## config.mk

```make
export PLATFORM = sky130hd
export DESIGN_NAME = key_debounce_speed_command_core
export DESIGN_NICKNAME = d
export VERILOG_FILES = /design/src/rtl/kdsc_pkg.sv /design/src/rtl/kdsc_scan.sv /design/src/rtl/key_debounce_speed_command_core.sv
export SDC_FILE = /design/constraint.sdc
export NUM_CORES = 1
export LEC_CHECK = 0
export ABC_AREA = 0
export BUFFER_PORTS_ARGS = -buffer_cell sky130_fd_sc_hd__buf_2
export CAP_MARGIN = 20
export CORE_MARGIN = 4
export CORE_UTILIZATION = 40
export CTS_CLUSTER_SIZE = 8
export DETAILED_ROUTE_END_ITERATION = 8
export MAX_ROUTING_LAYER = met4
export SYNTH_ARGS = -nofsm -noshare
export SYNTH_HDL_FRONTEND = slang
export SYNTH_SLANG_ARGS = --single-unit
```

## constraint.sdc

```tcl
create_clock -name clk_i -period 5.8 [get_ports clk_i]
set_input_delay 0.29 -clock clk_i [delete_from_list [all_inputs] [get_ports clk_i]]
set_output_delay 0.29 -clock clk_i [all_outputs]
set_load 0.02 [all_outputs]
```

## src/rtl/kdsc_pkg.sv

```systemverilog
// Shared types, constants and codes for the key debounce speed command block.
package kdsc_pkg;

  localparam int unsigned DefKeyCount = 5;
  localparam int unsigned ActKeys     = 5;

  localparam int unsigned CntW   = 8;
  localparam int unsigned SpeedW = 16;
  localparam int unsigned StepW  = 10;
  localparam int unsigned EvtW   = 3;
  localparam int unsigned CfgIdxW = 2;
  localparam int unsigned CfgDataW = 16;

  localparam logic [CntW-1:0]          DebounceRst = 8'd5;
  localparam logic signed [SpeedW-1:0] StartRst    = 16'sd60;
  localparam logic [StepW-1:0]         StepRst     = 10'd5;

  typedef enum logic [EvtW-1:0] {
    EV_NONE    = 3'd0,
    EV_START   = 3'd1,
    EV_STOP    = 3'd2,
    EV_FASTER  = 3'd3,
    EV_SLOWER  = 3'd4,
    EV_REVERSE = 3'd5
  } evt_code_e;

  typedef enum logic [CfgIdxW-1:0] {
    CFG_DEBOUNCE = 2'd0,
    CFG_START    = 2'd1,
    CFG_STEP     = 2'd2
  } cfg_idx_e;

  // Keys above the fifth report events but drive no speed or enable action.
  typedef struct packed {
    logic            hit;
    logic            act;
    logic [EvtW-1:0] code;
  } scan_res_t;

endpackage

```

## src/rtl/kdsc_scan.sv

```systemverilog
// Per-key debounce counters and pressed flags with a priority scan for the press event.
module kdsc_scan import kdsc_pkg::*; #(
  parameter int unsigned KEY_COUNT = DefKeyCount
) (
  input  logic                 clk_i,
  input  logic                 rst_ni,
  input  logic                 step_i,
  input  logic [KEY_COUNT-1:0] levels_i,
  input  logic [CntW-1:0]      debounce_i,
  output scan_res_t            res_o
);

  logic [CntW-1:0] cnt_q [KEY_COUNT];
  logic [CntW-1:0] cnt_d [KEY_COUNT];
  logic [CntW-1:0] cnt_n [KEY_COUNT];
  logic [KEY_COUNT-1:0] prs_q;
  logic [KEY_COUNT-1:0] prs_d;

  always_comb begin
    for (int k = 0; k < KEY_COUNT; k++) begin
      cnt_n[k] = (cnt_q[k] < debounce_i) ? cnt_q[k] + CntW'(1) : cnt_q[k];
    end
  end

  always_comb begin
    res_o = '0;
    for (int k = 0; k < KEY_COUNT; k++) begin
      cnt_d[k] = cnt_q[k];
      prs_d[k] = prs_q[k];
      if (!res_o.hit) begin
        if (levels_i[k]) begin
          cnt_d[k] = cnt_n[k];
          if (cnt_n[k] >= debounce_i && !prs_q[k]) begin
            prs_d[k]   = 1'b1;
            res_o.hit  = 1'b1;
            res_o.act  = (k < ActKeys);
            res_o.code = EvtW'(k + 1);
          end
        end else begin
          cnt_d[k] = '0;
          prs_d[k] = 1'b0;
        end
      end
    end
  end

  always_ff @(posedge clk_i or negedge rst_ni) begin
    if (!rst_ni) begin
      for (int k = 0; k < KEY_COUNT; k++) begin
        cnt_q[k] <= '0;
      end
      prs_q <= '0;
    end else if (step_i) begin
      cnt_q <= cnt_d;
      prs_q <= prs_d;
    end
  end

endmodule

```

## src/rtl/key_debounce_speed_command_core.sv

```systemverilog
// Top level of the key debounce speed command block.
// A result is presented in the cycle after its input transfer.
// Throughput: one input transfer per cycle while results are taken.
// The scan and the set-point update are combinational between the input port
// and the result register.
// Reset clears counters, pressed flags, set-point and enable, and loads register defaults.
module key_debounce_speed_command_core import kdsc_pkg::*; #(
  parameter int unsigned KEY_COUNT = DefKeyCount
) (
  input  logic                     clk_i,
  input  logic                     rst_ni,
  input  logic                     in_valid_i,
  output logic                     in_stall_o,
  input  logic [KEY_COUNT-1:0]     key_levels_i,
  output logic                     out_valid_o,
  input  logic                     out_stall_i,
  output logic [EvtW-1:0]          press_event_o,
  output logic signed [SpeedW-1:0] speed_setpoint_o,
  output logic                     motor_enabled_o,
  input  logic                     cfg_valid_i,
  output logic                     cfg_ready_o,
  input  logic [CfgIdxW-1:0]       cfg_index_i,
  input  logic [CfgDataW-1:0]      cfg_data_i
);

  logic                     acc;
  scan_res_t                scan;
  logic [EvtW-1:0]          act_code;
  logic [CntW-1:0]          dbc_q;
  logic signed [SpeedW-1:0] start_q;
  logic [StepW-1:0]         step_q;
  logic signed [SpeedW-1:0] speed_q;
  logic signed [SpeedW-1:0] speed_d;
  logic                     en_q;
  logic                     en_d;
  logic                     out_valid_q;
  logic [EvtW-1:0]          evt_q;
  logic signed [SpeedW:0]   wide;
  logic signed [SpeedW:0]   sum;

  localparam logic signed [SpeedW:0] MaxWide = (SpeedW+1)'(2 ** (SpeedW - 1) - 1);
  localparam logic signed [SpeedW:0] MinWide = -(SpeedW+1)'(2 ** (SpeedW - 1));

  assign in_stall_o  = out_valid_q && out_stall_i;
  assign acc         = in_valid_i && !in_stall_o;
  assign cfg_ready_o = 1'b1;

  kdsc_scan #(
    .KEY_COUNT(KEY_COUNT)
  ) u_scan (
    .clk_i     (clk_i),
    .rst_ni    (rst_ni),
    .step_i    (acc),
    .levels_i  (key_levels_i),
    .debounce_i(dbc_q),
    .res_o     (scan)
  );

  assign act_code = scan.act ? scan.code : EV_NONE;
  assign wide     = {speed_q[SpeedW-1], speed_q};

  always_comb begin
    speed_d = speed_q;
    en_d    = en_q;
    sum     = wide;
    case (act_code) inside
      EV_START: begin
        speed_d = start_q;
        en_d    = 1'b1;
      end
      EV_STOP: begin
        en_d = 1'b0;
      end
      EV_FASTER, EV_SLOWER, EV_REVERSE: begin
        if (act_code == EV_FASTER) begin
          sum = wide + {{(SpeedW+1-StepW){1'b0}}, step_q};
        end else if (act_code == EV_SLOWER) begin
          sum = wide - {{(SpeedW+1-StepW){1'b0}}, step_q};
        end else begin
          sum = -wide;
        end
        if (sum > MaxWide) begin
          speed_d = MaxWide[SpeedW-1:0];
        end else if (sum < MinWide) begin
          speed_d = MinWide[SpeedW-1:0];
        end else begin
          speed_d = sum[SpeedW-1:0];
        end
      end
      default: begin
      end
    endcase
  end

  always_ff @(posedge clk_i or negedge rst_ni) begin
    if (!rst_ni) begin
      dbc_q   <= DebounceRst;
      start_q <= StartRst;
      step_q  <= StepRst;
    end else if (cfg_valid_i && cfg_ready_o) begin
      unique case (cfg_index_i)
        CFG_DEBOUNCE: dbc_q   <= cfg_data_i[CntW-1:0];
        CFG_START:    start_q <= cfg_data_i[SpeedW-1:0];
        CFG_STEP:     step_q  <= cfg_data_i[StepW-1:0];
        default: begin
        end
      endcase
    end
  end

  always_ff @(posedge clk_i or negedge rst_ni) begin
    if (!rst_ni) begin
      speed_q     <= '0;
      en_q        <= 1'b0;
      out_valid_q <= 1'b0;
    end else begin
      if (acc) begin
        speed_q     <= speed_d;
        en_q        <= en_d;
        out_valid_q <= 1'b1;
      end else if (!out_stall_i) begin
        out_valid_q <= 1'b0;
      end
    end
  end

  always_ff @(posedge clk_i) begin
    if (acc) begin
      evt_q <= scan.code;
    end
  end

  assign out_valid_o      = out_valid_q;
  assign press_event_o    = evt_q;
  assign speed_setpoint_o = speed_q;
  assign motor_enabled_o  = en_q;

  a_start_enables: assert property (@(posedge clk_i) disable iff (!rst_ni)
    (acc && act_code == EV_START) |=> (motor_enabled_o && speed_setpoint_o == $past(start_q)))
    else $error("start transfer did not enable the motor");

  a_stop_disables: assert property (@(posedge clk_i) disable iff (!rst_ni)
    (acc && act_code == EV_STOP) |=> !motor_enabled_o)
    else $error("stop transfer did not disable the motor");

  a_reverse_negates: assert property (@(posedge clk_i) disable iff (!rst_ni)
    (acc && act_code == EV_REVERSE && speed_q != MinWide[SpeedW-1:0])
      |=> speed_setpoint_o == -$past(speed_setpoint_o))
    else $error("reverse transfer did not negate the set-point");

  a_hold_when_idle: assert property (@(posedge clk_i) disable iff (!rst_ni)
    !acc |=> ($stable(speed_setpoint_o) && $stable(motor_enabled_o)))
    else $error("set-point changed without an input transfer");

endmodule
```

# Word-level counts from Yosys, hierarchy flattened
# Cells that the tools add are included.
# op_classes
add_sub_neg,8
order_cmp,12
eq_ne,14
muxes,49
n_bitwise,4
n_reduce_logical,31
# ops
operator,n
17-bit two-way mux,5
16-bit two-way mux,5
8-bit two-way mux,10
5-bit two-way mux,11
8-bit by 1-bit adder with 8-bit output (second input constant),5
8-bit greater-or-equal comparator,5
8-bit less-than comparator,5
2-bit AND reduction,9
16-bit by 11-bit adder with 17-bit output,1
17-bit by 16-bit greater-than comparator with 1-bit output (second input constant),1
17-bit by 16-bit less-than comparator with 1-bit output (second input constant),1
16-bit negation with 17-bit output,1
16-bit by 11-bit subtractor with 17-bit output,1
3-bit AND reduction,5
1-bit two-way mux,14
4-bit two-way mux,3
2-bit by 1-bit != test with 1-bit output (second input constant),6
1-bit logical AND,7
3-bit by 2-bit equality test with 1-bit output (second input constant),2
3-bit equality test (second input constant),2
1-bit logical NOT,6
1-bit NOT,4
2-bit nonzero test,2
3-bit by 1-bit equality test with 1-bit output (second input constant),1
6 further kinds,6
# totals
reg_bits,100
in_bits,28
output_inout_bits,23
wordCells,135

# Longest topological paths before layout
# Gate-level depths: netlist (run 1).
# logic_depth
word_depth,31
depth_mapped,26

# Modules after synthesis
# Synthesis (run 1) repeated with hierarchy kept, for this count alone.
# unflattened
cells_unflattened,1022
hier_area_um2,9095.0
# modules_own_cells
module,n_inst,cells_per_inst,area_per_inst_um2
kdsc_scan,1,570,4951.0
key_debounce_speed_command_core,1,452,4144.0

# Worst setup path before layout (run 1)
# Ideal clock, no wire load.
# synth_path
path_type,register to register
startpoint,reg dbc_q[1]
endpoint,reg speed_q[0] (netlist: speed_setpoint_o[0])
arrival_time_ps,4289
required_time_ps,5659
slack_ps,1370
path_stages_with_launch,23
path_buffers,1
period_less_slack_ps,4430
path_cell_list,dfrtp_1 -> inv_1 -> ha_1 -> a21o_1 -> a21o_1 -> a21oi_1 -> nor2b_1 -> o21ai_0 -> a21o_1 -> nand4_1 -> xnor2_1 -> ha_1 -> a21o_1 -> a221oi_2 -> o21ai_1 -> nand2b_1 -> buf_4 -> and4_1 -> nand3_1 -> a31oi_4 -> nor2_2 -> nor4_1 -> a2111oi_2
# synth_via
elab_chain_cells,31
elab_cells_between_ends,56
cone_classes,order compare: 12; eq/ne: 6; mux: 30; reduce/logical: 8
# synth_lines
element,line,text
"start, declared",key_debounce_speed_command_core.sv:29,logic [CntW-1:0] dbc_q;
"start signal, assigned",key_debounce_speed_command_core.sv:97,dbc_q <= DebounceRst;
"start signal, assigned",key_debounce_speed_command_core.sv:102,CFG_DEBOUNCE: dbc_q <= cfg_data_i[CntW-1:0];
8-bit less-than comparator,kdsc_scan.sv:21,cnt_n[k] = (cnt_q[k] < debounce_i) ? cnt_q[k] + CntW'(1) : cnt_q[k];
8-bit two-way mux,kdsc_scan.sv:21,
8-bit greater-or-equal comparator,kdsc_scan.sv:33,if (cnt_n[k] >= debounce_i && !prs_q[k]) begin
1-bit logical AND,kdsc_scan.sv:33,
5-bit two-way mux,kdsc_scan.sv:33,
5-bit two-way mux,kdsc_scan.sv:31,if (levels_i[k]) begin
5-bit two-way mux,kdsc_scan.sv:33,
5-bit two-way mux,kdsc_scan.sv:31,
[11 not listed],--,
3-bit equality test,key_debounce_speed_command_core.sv:77,end else if (act_code == EV_SLOWER) begin
17-bit two-way mux,key_debounce_speed_command_core.sv:77,
17-bit two-way mux,key_debounce_speed_command_core.sv:75,if (act_code == EV_FASTER) begin
17-bit two-way mux (3 in a row),key_debounce_speed_command_core.sv:66,case (act_code) inside
17-bit by 16-bit less-than comparator with 1-bit output,key_debounce_speed_command_core.sv:84,end else if (sum < MinWide) begin
16-bit two-way mux,key_debounce_speed_command_core.sv:84,
16-bit two-way mux,key_debounce_speed_command_core.sv:82,if (sum > MaxWide) begin
16-bit two-way mux (3 in a row),key_debounce_speed_command_core.sv:66,
"end signal, assigned",key_debounce_speed_command_core.sv:118,speed_q <= speed_d;
"end, declared",key_debounce_speed_command_core.sv:32,logic signed [SpeedW-1:0] speed_q;
# Mark *: on every way between the ends. The rest lies on a longest branch, timed or not. The select of a mux whose other input is x is not followed.
# A chain may end at the register's enable or synchronous reset.

# Worst setup path after layout (run 1)
# Ends and elaborated chain as after synthesis.

==> summary.md, run 1 <==
Synth
- **ys async rst share** 97.00%
- **Mapped Cells** 922
- **Seq cells post-synth** 100
- **dominant synthesized flop cell** sky130_fd_sc_hd__dfrtp_1
- **Post-Syn Nets** 1,053
- **Post-Synthesis Mean Instance Area** 9.151 um^2
- **share of Yosys cell area claimed by the top area cell type** 26.40%
- **share of synthesized area occupied by flip-flops and latches** 29.96%
- **combined area of all synthesized cells** 0.008437 mm^2
- **most numerous cell types in the synthesized netlist** sky130_fd_sc_hd__ha_1, sky130_fd_sc_hd__dfrtp_1, sky130_fd_sc_hd__nor2_1, sky130_fd_sc_hd__nand2_1, sky130_fd_sc_hd__a21oi_1
- **top cells by area in the synthesized netlist** sky130_fd_sc_hd__dfrtp_1, sky130_fd_sc_hd__ha_1, sky130_fd_sc_hd__mux2_2, sky130_fd_sc_hd__nor2_1, sky130_fd_sc_hd__a21oi_1
- **count of distinct cell types in the synthesized netlist** 86
- **most area-hungry cell type in the Yosys netlist** sky130_fd_sc_hd__dfrtp_1
- **most instantiated library cell after synthesis** sky130_fd_sc_hd__ha_1
- **number of synthesized flops with an enable pin** 3
- **count of warnings emitted by yosys** 0

Clocking
- **clock-pin slew of the registers on the worst-case setup and hold paths** 0.08 ns
- **clock tree from TritonCTS** built
- **root buf cell** sky130_fd_sc_hd__clkbuf_16
- **clk sink count** 100
- **insertion delay to the later sink of the worst-skew pair** 0.36 ns
- **total clock buffers created by CTS** 9
- **number of H-tree branching levels** 3
- **clock tree buffer depth** 2
- **post-CTS setup buffer count** 0

Timing
- **final number of max-transition violations** 0
- **RSZ-0062 raised after global routing** no
- **Layout Skew** 0.01354 ns
- **final cycle utilization of the critical path** 90.79%
- **clock period minus worst slack** 5.266 ns
- **Max Freq** 0.1899 GHz
- **pin slew with the least headroom to its limit** 0.9288 ns
- **Fin Hold WS** 0.1590 ns
- **Fin. Hold Viols** 0
- **total of endpoints with negative setup slack in the final report** 0
- **final worst slack** 0.5342 ns
- **total negative slack for setup checks** 0 ns
- **Max-slew headroom** 37.66%

Flow run
- **Maximum Capacitance Violations** 0

Global routing
- **global-route wire length before repair** 36,310 um
- **antenna violations before repair** 0
- **total global routing track utilization** 19.32%
- **via count of the first global-routing pass** 6,876
- **maximum number of pins on one net before global-route repair** 51
- **leftover overflow at the end of global routing** 0

Place
- **gp weighted congestion** 0.8818
- **Detail Placement HPWL** 16,600 um
- **PortBufs** 49
- **worst slack at placement** 0.4132 ns

Die
- **Horiz. Die Dim** 153.2 um
- **placeable core area** 0.02049 mm^2
- **Starting Density** 41.17%
- **Rows** 52
- **Chip Height** 153.2 um
- **die area** 0.02348 mm^2
- **count of pins on the block boundary** 51

Critical path
- **CP bufs+invs** 2
- **cell family with the largest share of critical-path delay** compound AO/OA/AOI/OAI gates
- **critical path depth** 22
- **worst setup path category** reg2reg
- **endpoint of the lowest-slack register-to-register path** speed_setpoint_o[0]
- **worst flop-to-flop path startpoint** dbc_q[1]
- **most frequent CP cell** sky130_fd_sc_hd__a21o_1
- **critical path endpoint category** register
- **Worst R2R Path Depth** 22
- **Critical Path Max Stage Delay** 0.37 ns
- **maximum fanout encountered on the critical timing path** 11
- **slack of the worst reg-to-reg path** 0.53 ns
- **slowest stage cell on the critical path** sky130_fd_sc_hd__nand4_2
- **required time at the endpoint of the critical path** 6.04 ns
- **startpoint type of the worst setup path** register
- **cells along the critical path** inv_1 > buf_4 > ha_1 > a21o_1 > a21o_1 > a21oi_1 > nor2b_1 > o21ai_0 > a21o_1 > nand4_1 > xnor2_1 > ha_1 > and3_1 > a221oi_2 > o21ai_1 > nand2b_1 > nand4_2 > o211ai_2 > xnor2_2 > nor2_4 > nor4_1 > a2111oi_2
- **Critical Path AT** 5.51 ns

Detailed routing
- **initial drt markers** 450
- **first-pass iteration count of the detailed router** 5
- **routed length per instance** 17.82 um
- **remaining antenna violation count after routing** 0
- **via total after detailed routing** 7,053
- **via density per instance** 5.679
- **wirelength, routed** 22,130 um
- **post-detailed-route DRC marker count** 0

Worst hold path
- **Min-Delay Path Depth** 2
- **endpoint of the worst hold path** start_q[10]
- **hold path startpoint** cfg_data_i[10]
- **path class of the lowest-slack min-delay path** in2reg

Cells and area
- **final antenna diode count** 0
- **layout net count** 1,098
- **Layout area overhead** 10.48%
- **fraction of final layout cells sized beyond drive strength 1** 18.42%
- **count of filler cells inserted in the layout** 2,009

Pwr
- **power density normalized to cell area** 474.0 mW/mm^2
- **VDD IR max** 164.4 uV
- **standby leakage power** 4.177 nW

Status
- **result of the run** complete, no violations

## power breakdown
part	internal [mW]	switching, mW
clock network	0.312	0.306
registers	0.909	0.323
logic	1.12	1.45
total	2.34	2.07
## placed cells by master (no fill, tap or decap), drive strengths merged, types with 10 or more instances in the layout
| cell type | synthesis | layout |
|---|---|---|
| nor2 | 73 | 73 |
| o21a | 13 | 13 |
| a21oi | 52 | 52 |
| or3 | 13 | 13 |
| inv | 33 | 37 |
| and3 | 12 | 12 |
| nand4 | 19 | 19 |
| nor3 | 28 | 28 |
| nor2b | 13 | 13 |
| a21o | 22 | 22 |
| nand2b | 16 | 16 |
| o31ai | 10 | 10 |
| ha | 101 | 101 |
| mux2 | 45 | 45 |
| xor2 | 14 | 14 |
| o21ai | 52 | 52 |
| a22o | 23 | 23 |
| clkbuf | 26 | 10 |
| nand3 | 25 | 25 |
| dfrtp | 89 | 89 |
| nand2 | 69 | 69 |
| buf | 14 | 73 |
| xnor2 | 29 | 29 |
## worst reg2reg max path, delay by kind of cell (launching register included)
| family | cells | cell delay (ns) |
|---|---|---|
| buf+inv | 2 | 0.34 |
| xor+xnor | 2 | 0.45 |
| fa+ha+maj | 2 | 0.50 |
| flops | 1 | 0.36 |
| simple gates | 7 | 1.48 |
| compound gates | 9 | 1.99 |
## logic make-up (layout without fill, tap and decap cells)
logic type	count (synthesis)	count (layout)	share of synthesized area (%)
AO/OA/AOI/OAI	253	253	21.76
XOR/XNOR	43	43	4.553
multiplexers	46	46	6.125
other	1	1	0.04445
AND/OR/NAND/NOR	300	300	18.08
adder cells (fa/ha/maj)	105	105	15.69
flip-flops	100	100	29.96
buffers and inverters	74	124	3.796
## metal layers
metal  share of wire, %  vias to the layer above  GRT usage [%]
met1                 49                     3372          26.58
met2                 45                      140          29.79
met3                3.8                       29          2.997
met5                  0                        -              -
li1                   -                     3512              -
met4                1.9                        0          5.176
## worst max-delay path by stage
| stage | start | to | slack [ns] |
|---|---|---|---|
| final | dbc_q[1] | speed_setpoint_o[0] | 0.53 |
| after global routing | dbc_q[1] | speed_setpoint_o[0] | 0.03 |
| after CTS | dbc_q[2] | speed_setpoint_o[0] | 0.37 |
| after detailed placement | dbc_q[2] | speed_setpoint_o[0] | 0.41 |
| after global placement | dbc_q[2] | speed_setpoint_o[0] | 0.60 |
| after floorplan | dbc_q[1] | speed_setpoint_o[0] | 1.37 |
## stage by stage
stage	power, mW	instance area [um^2]	utilization [%]	cells
after CTS	4.420	9313	45.44	1242
after detailed placement	3.778	9010	43.96	1225
final	4.418	9321	45.48	1242
after floorplan	3.141	8437	-	922
after global routing	4.809	9321	45.48	1242
after global placement	3.748	9010	43.96	1225
## state kept, by name (all words and copies together), names as in the netlist
signal and count:
u_scan.cnt_q 40, speed_setpoint_o 16, start_q 16, step_q 10, dbc_q 8, u_scan.prs_q 5, press_event_o 3, motor_enabled_o 1
out_valid_o 1
## layout make-up
class / instances / area (um^2) / share of cell area, %
clock buffers: 10 / 239.0 / 2.564
multi-input cells: 748 / 5598 / 60.05
well taps: 270 / 337.8 / 3.624
flip-flops and latches: 100 / 2527 / 27.11
repair buffers: 74 / 437.9 / 4.698
inverters: 34 / 127.6 / 1.369
clock inverters: 6 / 53.80 / 0.5772
## repair_timing
| item | CTS | global route |
|---|---|---|
| hold buffers | 1 | 0 |
| endpoints found under the setup margin | 0 | 1 |
| endpoints found under the hold margin | 24 | 0 |
| gates resized for setup | 0 | 2 |
(Power assumes the default switching activity.)
==> inputs of run 2 (changes only) <==
--- a/config.mk
+++ b/config.mk
@@ -12,7 +12,6 @@
 export CORE_UTILIZATION = 40
 export CTS_CLUSTER_SIZE = 8
 export DETAILED_ROUTE_END_ITERATION = 8
-export MAX_ROUTING_LAYER = met4
 export SYNTH_ARGS = -nofsm -noshare
 export SYNTH_HDL_FRONTEND = slang
 export SYNTH_SLANG_ARGS = --single-unit
==> run 2 against run 1 <==
Combinational power about the same. Power down 0.10%. Sequential share of layout area is the same. Register-to-register slack is essentially flat. Largest power group unchanged. Critical endpoint unchanged. Sequential power is essentially flat. Via count rose by 0.48%. Final cell count did not move. Die area unchanged. Final area is the same. Sequential cell count unchanged. Clock power about the same. Worst hold slack gained 0.0012 ns.
==> summary.md, run 2 (synthesis results as in run 1) <==
Pwr
- **sw frac** 46.90%
- **standby leakage power** 4.177 nW
- **internal power** 2.344 mW
- **VDD IR max** 165.3 uV
- **Logic pwr share** 58.1%
- **clock network fraction of design power** 14.0%
- **sw power** 2.070 mW
- **Pwr Total** 4.414 mW
- **sequential share of power** 27.9%
- **power density normalized to cell area** 473.5 mW/mm^2

Timing
- **Max Freq** 0.1894 GHz
- **clock period minus worst slack** 5.279 ns
- **final number of max-transition violations** 0
- **total negative slack for setup checks** 0 ns
- **Fin. Hold Viols** 0
- **final cycle utilization of the critical path** 91.02%
- **Layout Skew** 0.01313 ns
- **total of endpoints with negative setup slack in the final report** 0
- **Max-slew headroom** 37.00%
- **RSZ-0062 raised after global routing** no
- **pin slew with the least headroom to its limit** 0.9387 ns

Critical path
- **Critical Path AT** 5.52 ns
- **critical path endpoint category** register
- **endpoint of the lowest-slack register-to-register path** speed_setpoint_o[0]
- **Worst R2R Path Depth** 22
- **worst setup path category** reg2reg
- **slack of the worst reg-to-reg path** 0.52 ns
- **maximum fanout encountered on the critical timing path** 11
- **required time at the endpoint of the critical path** 6.04 ns
- **worst flop-to-flop path startpoint** dbc_q[1]
- **startpoint type of the worst setup path** register

Global routing
- **met3 Resource Use GR** 2.997%
- **met1 usage** 26.42%
- **busiest layer in global routing** met2
- **leftover overflow at the end of global routing** 0
- **total global routing track utilization** 18.75%
- **met2 layer usage reported by global route** 29.92%
- **global-route wire length before repair** 36,270 um
- **via count of the first global-routing pass** 6,882
- **maximum number of pins on one net before global-route repair** 51
- **antenna violations before repair** 0

Detailed routing
- **wirelength, routed** 22,140 um
- **post-detailed-route DRC marker count** 0
- **routed length per instance** 17.83 um
- **via total after detailed routing** 7,087
- **remaining antenna violation count after routing** 0
- **initial drt markers** 473
- **first-pass iteration count of the detailed router** 5
- **via density per instance** 5.706

Die
- **Starting Density** 41.17%
- **Rows** 52
- **Horiz. Die Dim** 153.2 um
- **die area** 0.02348 mm^2
- **Chip Height** 153.2 um
- **count of pins on the block boundary** 51
- **placeable core area** 0.02049 mm^2

Cells and area
- **number of flip-flops under the largest register name** 40
- **count of filler cells inserted in the layout** 2,009
- **most frequent cells in the layout** sky130_fd_sc_hd__ha_1, sky130_fd_sc_hd__dfrtp_1, sky130_fd_sc_hd__nor2_1, sky130_fd_sc_hd__nand2_1, sky130_fd_sc_hd__a21oi_1
- **final antenna diode count** 0
- **layout net count** 1,098
- **commonest non-fill, non-tap cell in the layout** sky130_fd_sc_hd__ha_1
- **fraction of final layout cells sized beyond drive strength 1** 18.42%
- **Layout area overhead** 10.48%
- **register containing the most flip-flops in the final layout** u_scan.cnt_q

Flow run
- **Maximum Capacitance Violations** 0

Place
- **PortBufs** 49
- **Detail Placement HPWL** 16,600 um
- **gp weighted congestion** 0.8676

Status
- **result of the run** complete, no violations

Clocking
- **clock tree from TritonCTS** built
- **number of H-tree branching levels** 3
- **insertion delay to the later sink of the worst-skew pair** 0.36 ns
- **root buf cell** sky130_fd_sc_hd__clkbuf_16
- **clock tree buffer depth** 2
- **clk sink count** 100
- **clock-pin slew of the registers on the worst-case setup and hold paths** 0.08 ns
- **post-CTS setup buffer count** 0
- **total clock buffers created by CTS** 9

Worst hold path
- **Min-Delay Path Depth** 2
- **hold path startpoint** cfg_data_i[10]
- **path class of the lowest-slack min-delay path** in2reg
- **endpoint of the worst hold path** start_q[10]

run 2: cell counts in the layout (fill, tap and decap cells not counted):
Identical to the previous run, type by type.
run 2: metal layers:
layer	vias to the layer above	wire length, um
met3	29	999
met5	-	0
met2	167	9953
met1	3377	10760
li1	3514	-
met4	0	430
run 2: per-stage QoR:
| step | worst slack (ns) | utilization (%) | instance area, um^2 | std cells | hold WS [ns] |
|---|---|---|---|---|---|
| final | 0.5210 | 45.48 | 9321 | 1242 | 0.1602 |
| after detailed placement | 0.4132 | 43.96 | 9010 | 1225 | 0.3846 |
| after floorplan | 1.370 | - | 8437 | 922 | -0.005591 |
| after CTS | 0.3697 | 45.44 | 9313 | 1242 | 0.1527 |
| after global routing | 0.04014 | 45.48 | 9321 | 1242 | 0.1650 |
| after global placement | 0.6001 | 43.96 | 9010 | 1225 | 0.3763 |
run 2: area by class of cell:
type	instances	area, um^2	share of cell area (%)
Inverter	34	127.6	1.369
Clock inverter	6	53.80	0.5772
Multi-Input combinational cell	748	5598	60.05
Timing Repair Buffer	74	437.9	4.698
Clock buffer	10	239.0	2.564
Tap cell	270	337.8	3.624
Sequential cell	100	2527	27.11
run 2: how the worst max path moves through the flow:
stage	end	startpoint	slack, ns
after floorplan	speed_setpoint_o[0]	dbc_q[1]	1.37
after global placement	speed_setpoint_o[0]	dbc_q[2]	0.60
after detailed placement	speed_setpoint_o[0]	dbc_q[2]	0.41
final	speed_setpoint_o[0]	dbc_q[1]	0.52
after CTS	speed_setpoint_o[0]	dbc_q[2]	0.37
after global routing	speed_setpoint_o[0]	dbc_q[1]	0.04
run 2: power by group through the flow:
stage	sequential, mW	clock (mW)	combinational (mW)
after detailed placement	1.24	0	2.54
final	1.23	0.617	2.56
after global placement	1.24	0	2.51
after floorplan	1.21	0	1.93
after CTS	1.23	0.636	2.55
after global routing	1.27	0.663	2.87
run 2: what timing repair did:
action / 4_1_cts / 5_1_grt
resized for setup: 0 / 2
hold buffers: 1 / 0
endpoints found under the hold margin: 24 / 0
setup endpoints to repair: 0 / 1
run 2: worst max-delay path: stages (launching register included):
cell	delay, ns
sky130_fd_sc_hd__dfrtp_1	0.36
sky130_fd_sc_hd__inv_1	0.14
sky130_fd_sc_hd__buf_4	0.20
sky130_fd_sc_hd__ha_1	0.24
sky130_fd_sc_hd__a21o_1	0.15
sky130_fd_sc_hd__a21o_1	0.16
sky130_fd_sc_hd__a21oi_1	0.14
sky130_fd_sc_hd__nor2b_1	0.05
sky130_fd_sc_hd__o21ai_0	0.19
sky130_fd_sc_hd__a21o_1	0.28
sky130_fd_sc_hd__nand4_1	0.18
sky130_fd_sc_hd__xnor2_1	0.23
sky130_fd_sc_hd__ha_1	0.27
sky130_fd_sc_hd__and3_1	0.20
sky130_fd_sc_hd__a221oi_2	0.27
sky130_fd_sc_hd__o21ai_1	0.13
sky130_fd_sc_hd__nand2b_1	0.32
sky130_fd_sc_hd__nand4_2	0.37
sky130_fd_sc_hd__o211ai_2	0.30
sky130_fd_sc_hd__xnor2_2	0.23
sky130_fd_sc_hd__nor2_4	0.26
sky130_fd_sc_hd__nor4_1	0.10
sky130_fd_sc_hd__a2111oi_2	0.37
==> inputs of run 3 (changes only) <==
--- a/config.mk
+++ b/config.mk
@@ -8,10 +8,13 @@
 export ABC_AREA = 0
 export BUFFER_PORTS_ARGS = -buffer_cell sky130_fd_sc_hd__buf_2
 export CAP_MARGIN = 20
+export CELL_PAD_IN_SITES_DETAIL_PLACEMENT = 0
+export CELL_PAD_IN_SITES_GLOBAL_PLACEMENT = 2
 export CORE_MARGIN = 4
 export CORE_UTILIZATION = 40
 export CTS_CLUSTER_SIZE = 8
 export DETAILED_ROUTE_END_ITERATION = 8
+export PLACE_DENSITY_LB_ADDON = 0.1
 export SYNTH_ARGS = -nofsm -noshare
 export SYNTH_HDL_FRONTEND = slang
 export SYNTH_SLANG_ARGS = --single-unit
==> run 3 against run 2 <==
Non-clock buffer count shrank 4. Final area shrank 0.38%. Worst hold slack lost 0.027 ns. Highest routed layer unchanged. Sequential cell count is the same. Clock skew shrank 0.0013 ns. Combinational power grew 2%. Global-route usage grew 1.8 points. Count of clock-buffer cells in the layout is the same. Final cell count shrank 0.32%. Die area is the same.
==> summary.md, run 3 (synthesis results as in run 1) <==
Status
- **result of the run** complete, no violations

Pwr
- **VDD IR max** 173.7 uV
- **Pwr Total** 4.473 mW
- **standby leakage power** 4.156 nW
- **power density normalized to cell area** 481.7 mW/mm^2

Die
- **placeable core area** 0.02049 mm^2
- **Chip Height** 153.2 um
- **count of pins on the block boundary** 51
- **Horiz. Die Dim** 153.2 um
- **Starting Density** 41.17%
- **die area** 0.02348 mm^2
- **Rows** 52

Detailed routing
- **remaining antenna violation count after routing** 0
- **post-detailed-route DRC marker count** 0
- **routed length per instance** 19.57 um
- **via density per instance** 5.773
- **wirelength, routed** 24,230 um
- **initial drt markers** 404
- **via total after detailed routing** 7,147
- **first-pass iteration count of the detailed router** 5

Worst hold path
- **Min-Delay Path Depth** 2
- **path class of the lowest-slack min-delay path** in2reg

Timing
- **RSZ-0062 raised after global routing** no
- **Layout Skew** 0.01186 ns
- **total negative slack for setup checks** 0 ns
- **Max Freq** 0.1887 GHz
- **final number of max-transition violations** 0
- **total of endpoints with negative setup slack in the final report** 0
- **pin slew with the least headroom to its limit** 0.9905 ns
- **final cycle utilization of the critical path** 91.39%
- **Max-slew headroom** 33.52%
- **clock period minus worst slack** 5.301 ns
- **Fin. Hold Viols** 0

Cells and area
- **final antenna diode count** 0
- **commonest non-fill, non-tap cell in the layout** sky130_fd_sc_hd__ha_1
- **most frequent cells in the layout** sky130_fd_sc_hd__ha_1, sky130_fd_sc_hd__dfrtp_1, sky130_fd_sc_hd__nor2_1, sky130_fd_sc_hd__nand2_1, sky130_fd_sc_hd__a21oi_1
- **fraction of final layout cells sized beyond drive strength 1** 18.08%
- **Layout area overhead** 10.07%
- **layout net count** 1,094
- **register containing the most flip-flops in the final layout** u_scan.cnt_q
- **number of flip-flops under the largest register name** 40

Global routing
- **total global routing track utilization** 20.59%
- **busiest layer in global routing** met2
- **maximum number of pins on one net before global-route repair** 51
- **met3 Resource Use GR** 2.516%
- **via count of the first global-routing pass** 7,334
- **leftover overflow at the end of global routing** 0
- **met2 layer usage reported by global route** 35.38%
- **met1 usage** 26.53%
- **antenna violations before repair** 0
- **global-route wire length before repair** 39,250 um

Critical path
- **startpoint type of the worst setup path** register
- **critical path endpoint category** register
- **Worst R2R Path Depth** 23
- **slowest stage cell on the critical path** sky130_fd_sc_hd__nor2_2
- **worst setup path startpoint** dbc_q[1]
- **maximum fanout encountered on the critical timing path** 26
- **Critical Path AT** 5.55 ns
- **required time at the endpoint of the critical path** 6.05 ns
- **endpoint of the lowest-slack register-to-register path** speed_setpoint_o[0]
- **worst setup path category** reg2reg
- **cells along the critical path** inv_1 > ha_1 > a21o_1 > a21o_1 > a21oi_1 > nor2b_1 > o21ai_0 > a211o_1 > nand4_1 > nor2_1 > xor2_1 > ha_1 > a21oi_1 > o21a_1 > o31ai_2 > nand3b_1 > buf_4 > nand4_2 > nand3b_1 > a31oi_4 > nor2_2 > nor4_1 > a2111oi_2
- **slack of the worst reg-to-reg path** 0.50 ns
- **worst flop-to-flop path startpoint** dbc_q[1]
- **Critical Path Sink** speed_setpoint_o[0]
- **Critical Path Max Stage Delay** 0.39 ns

Flow run
- **Maximum Capacitance Violations** 0

Place
- **gp weighted congestion** 0.8955
- **Detail Placement HPWL** 18,290 um
- **PortBufs** 49

Clocking
- **total clock buffers created by CTS** 9
- **insertion delay to the later sink of the worst-skew pair** 0.36 ns
- **post-CTS setup buffer count** 0
- **clk sink count** 100
- **clock tree buffer depth** 2
- **clock-pin slew of the registers on the worst-case setup and hold paths** 0.08 ns
- **number of H-tree branching levels** 3
- **root buf cell** sky130_fd_sc_hd__clkbuf_16
- **clock tree from TritonCTS** built

-- run 3: changes by cell type in the layout (fill, tap and decap cells not counted) --
cell	delta
sky130_fd_sc_hd__buf_4	-4
sky130_fd_sc_hd__inv_4	-1
sky130_fd_sc_hd__inv_6	+2
sky130_fd_sc_hd__inv_8	-1
sky130_fd_sc_hd__nor2_2	+1
sky130_fd_sc_hd__nor2_4	-1
-- run 3: what timing repair did --
action | 4_1_cts | 5_1_grt
setup endpoints to repair | 0 | 1
gates resized for setup | 0 | 1
hold buffers | 1 | 0
endpoints found under the hold margin | 33 | 0
-- run 3: how the worst min path moves through the flow --
| stage | startpoint | end | slack (ns) |
|---|---|---|---|
| final | in_valid_i | out_valid_o | 0.13 |
| after global routing | in_valid_i | out_valid_o | 0.13 |
| after CTS | in_valid_i | out_valid_o | 0.13 |
| after detailed placement | rst_ni | u_scan.cnt_q[29] | 0.38 |
| after global placement | rst_ni | u_scan.cnt_q[29] | 0.38 |
| after floorplan | rst_ni | dbc_q[1] | -0.006 |
-- run 3: per-stage QoR --
stage               setup WS (ns)  std cells  util, %  instance area, um^2  hold WS [ns]
global route              0.02718       1238    45.31                 9286        0.1261
global placement           0.6560       1221    43.82                 8980        0.3755
floorplan                   1.370        922        -                 8437     -0.005591
finish                     0.4994       1238    45.31                 9286        0.1333
detailed placement         0.5161       1221    43.82                 8980        0.3782
CTS                        0.4839       1238    45.29                 9283        0.1277
-- run 3: metal layers --
| layer | part of all wire [%] | routed length (um) | vias to the layer above |
|---|---|---|---|
| met1 | 45 | 10890 | 3485 |
| met4 | 2.7 | 651 | 0 |
| li1 | - | - | 3492 |
| met2 | 49 | 11980 | 131 |
| met3 | 2.9 | 705 | 39 |
| met5 | 0 | 0 | - |
-- run 3: area by class of cell --
cell class                      instances  area (um^2)
Clock buffer                           10        239.0
Multi-Input combinational cell        748         5593
Timing Repair Buffer                   70        407.9
Tap cell                              270        337.8
Inverter                               34        127.6
Clock inverter                          6        53.80
Fill cell                            2017        11210
Sequential cell                       100         2527
-- run 3: worst max-delay path, delay by kind of cell (launching register included) --
kind,cells,cell delay (ns)
flops,1,0.36
buf+inv,2,0.66
compound gates,10,1.78
simple gates,8,1.63
fa+ha+maj,2,0.57
xor+xnor,1,0.16
-- run 3: report_power, final --
part	switching [mW]	total, mW	leakage, nW	internal (mW)
Clock	0.314	0.627	0.142	0.313
Sequential	0.327	1.24	1.21	0.909
Combinational	1.49	2.61	2.81	1.12
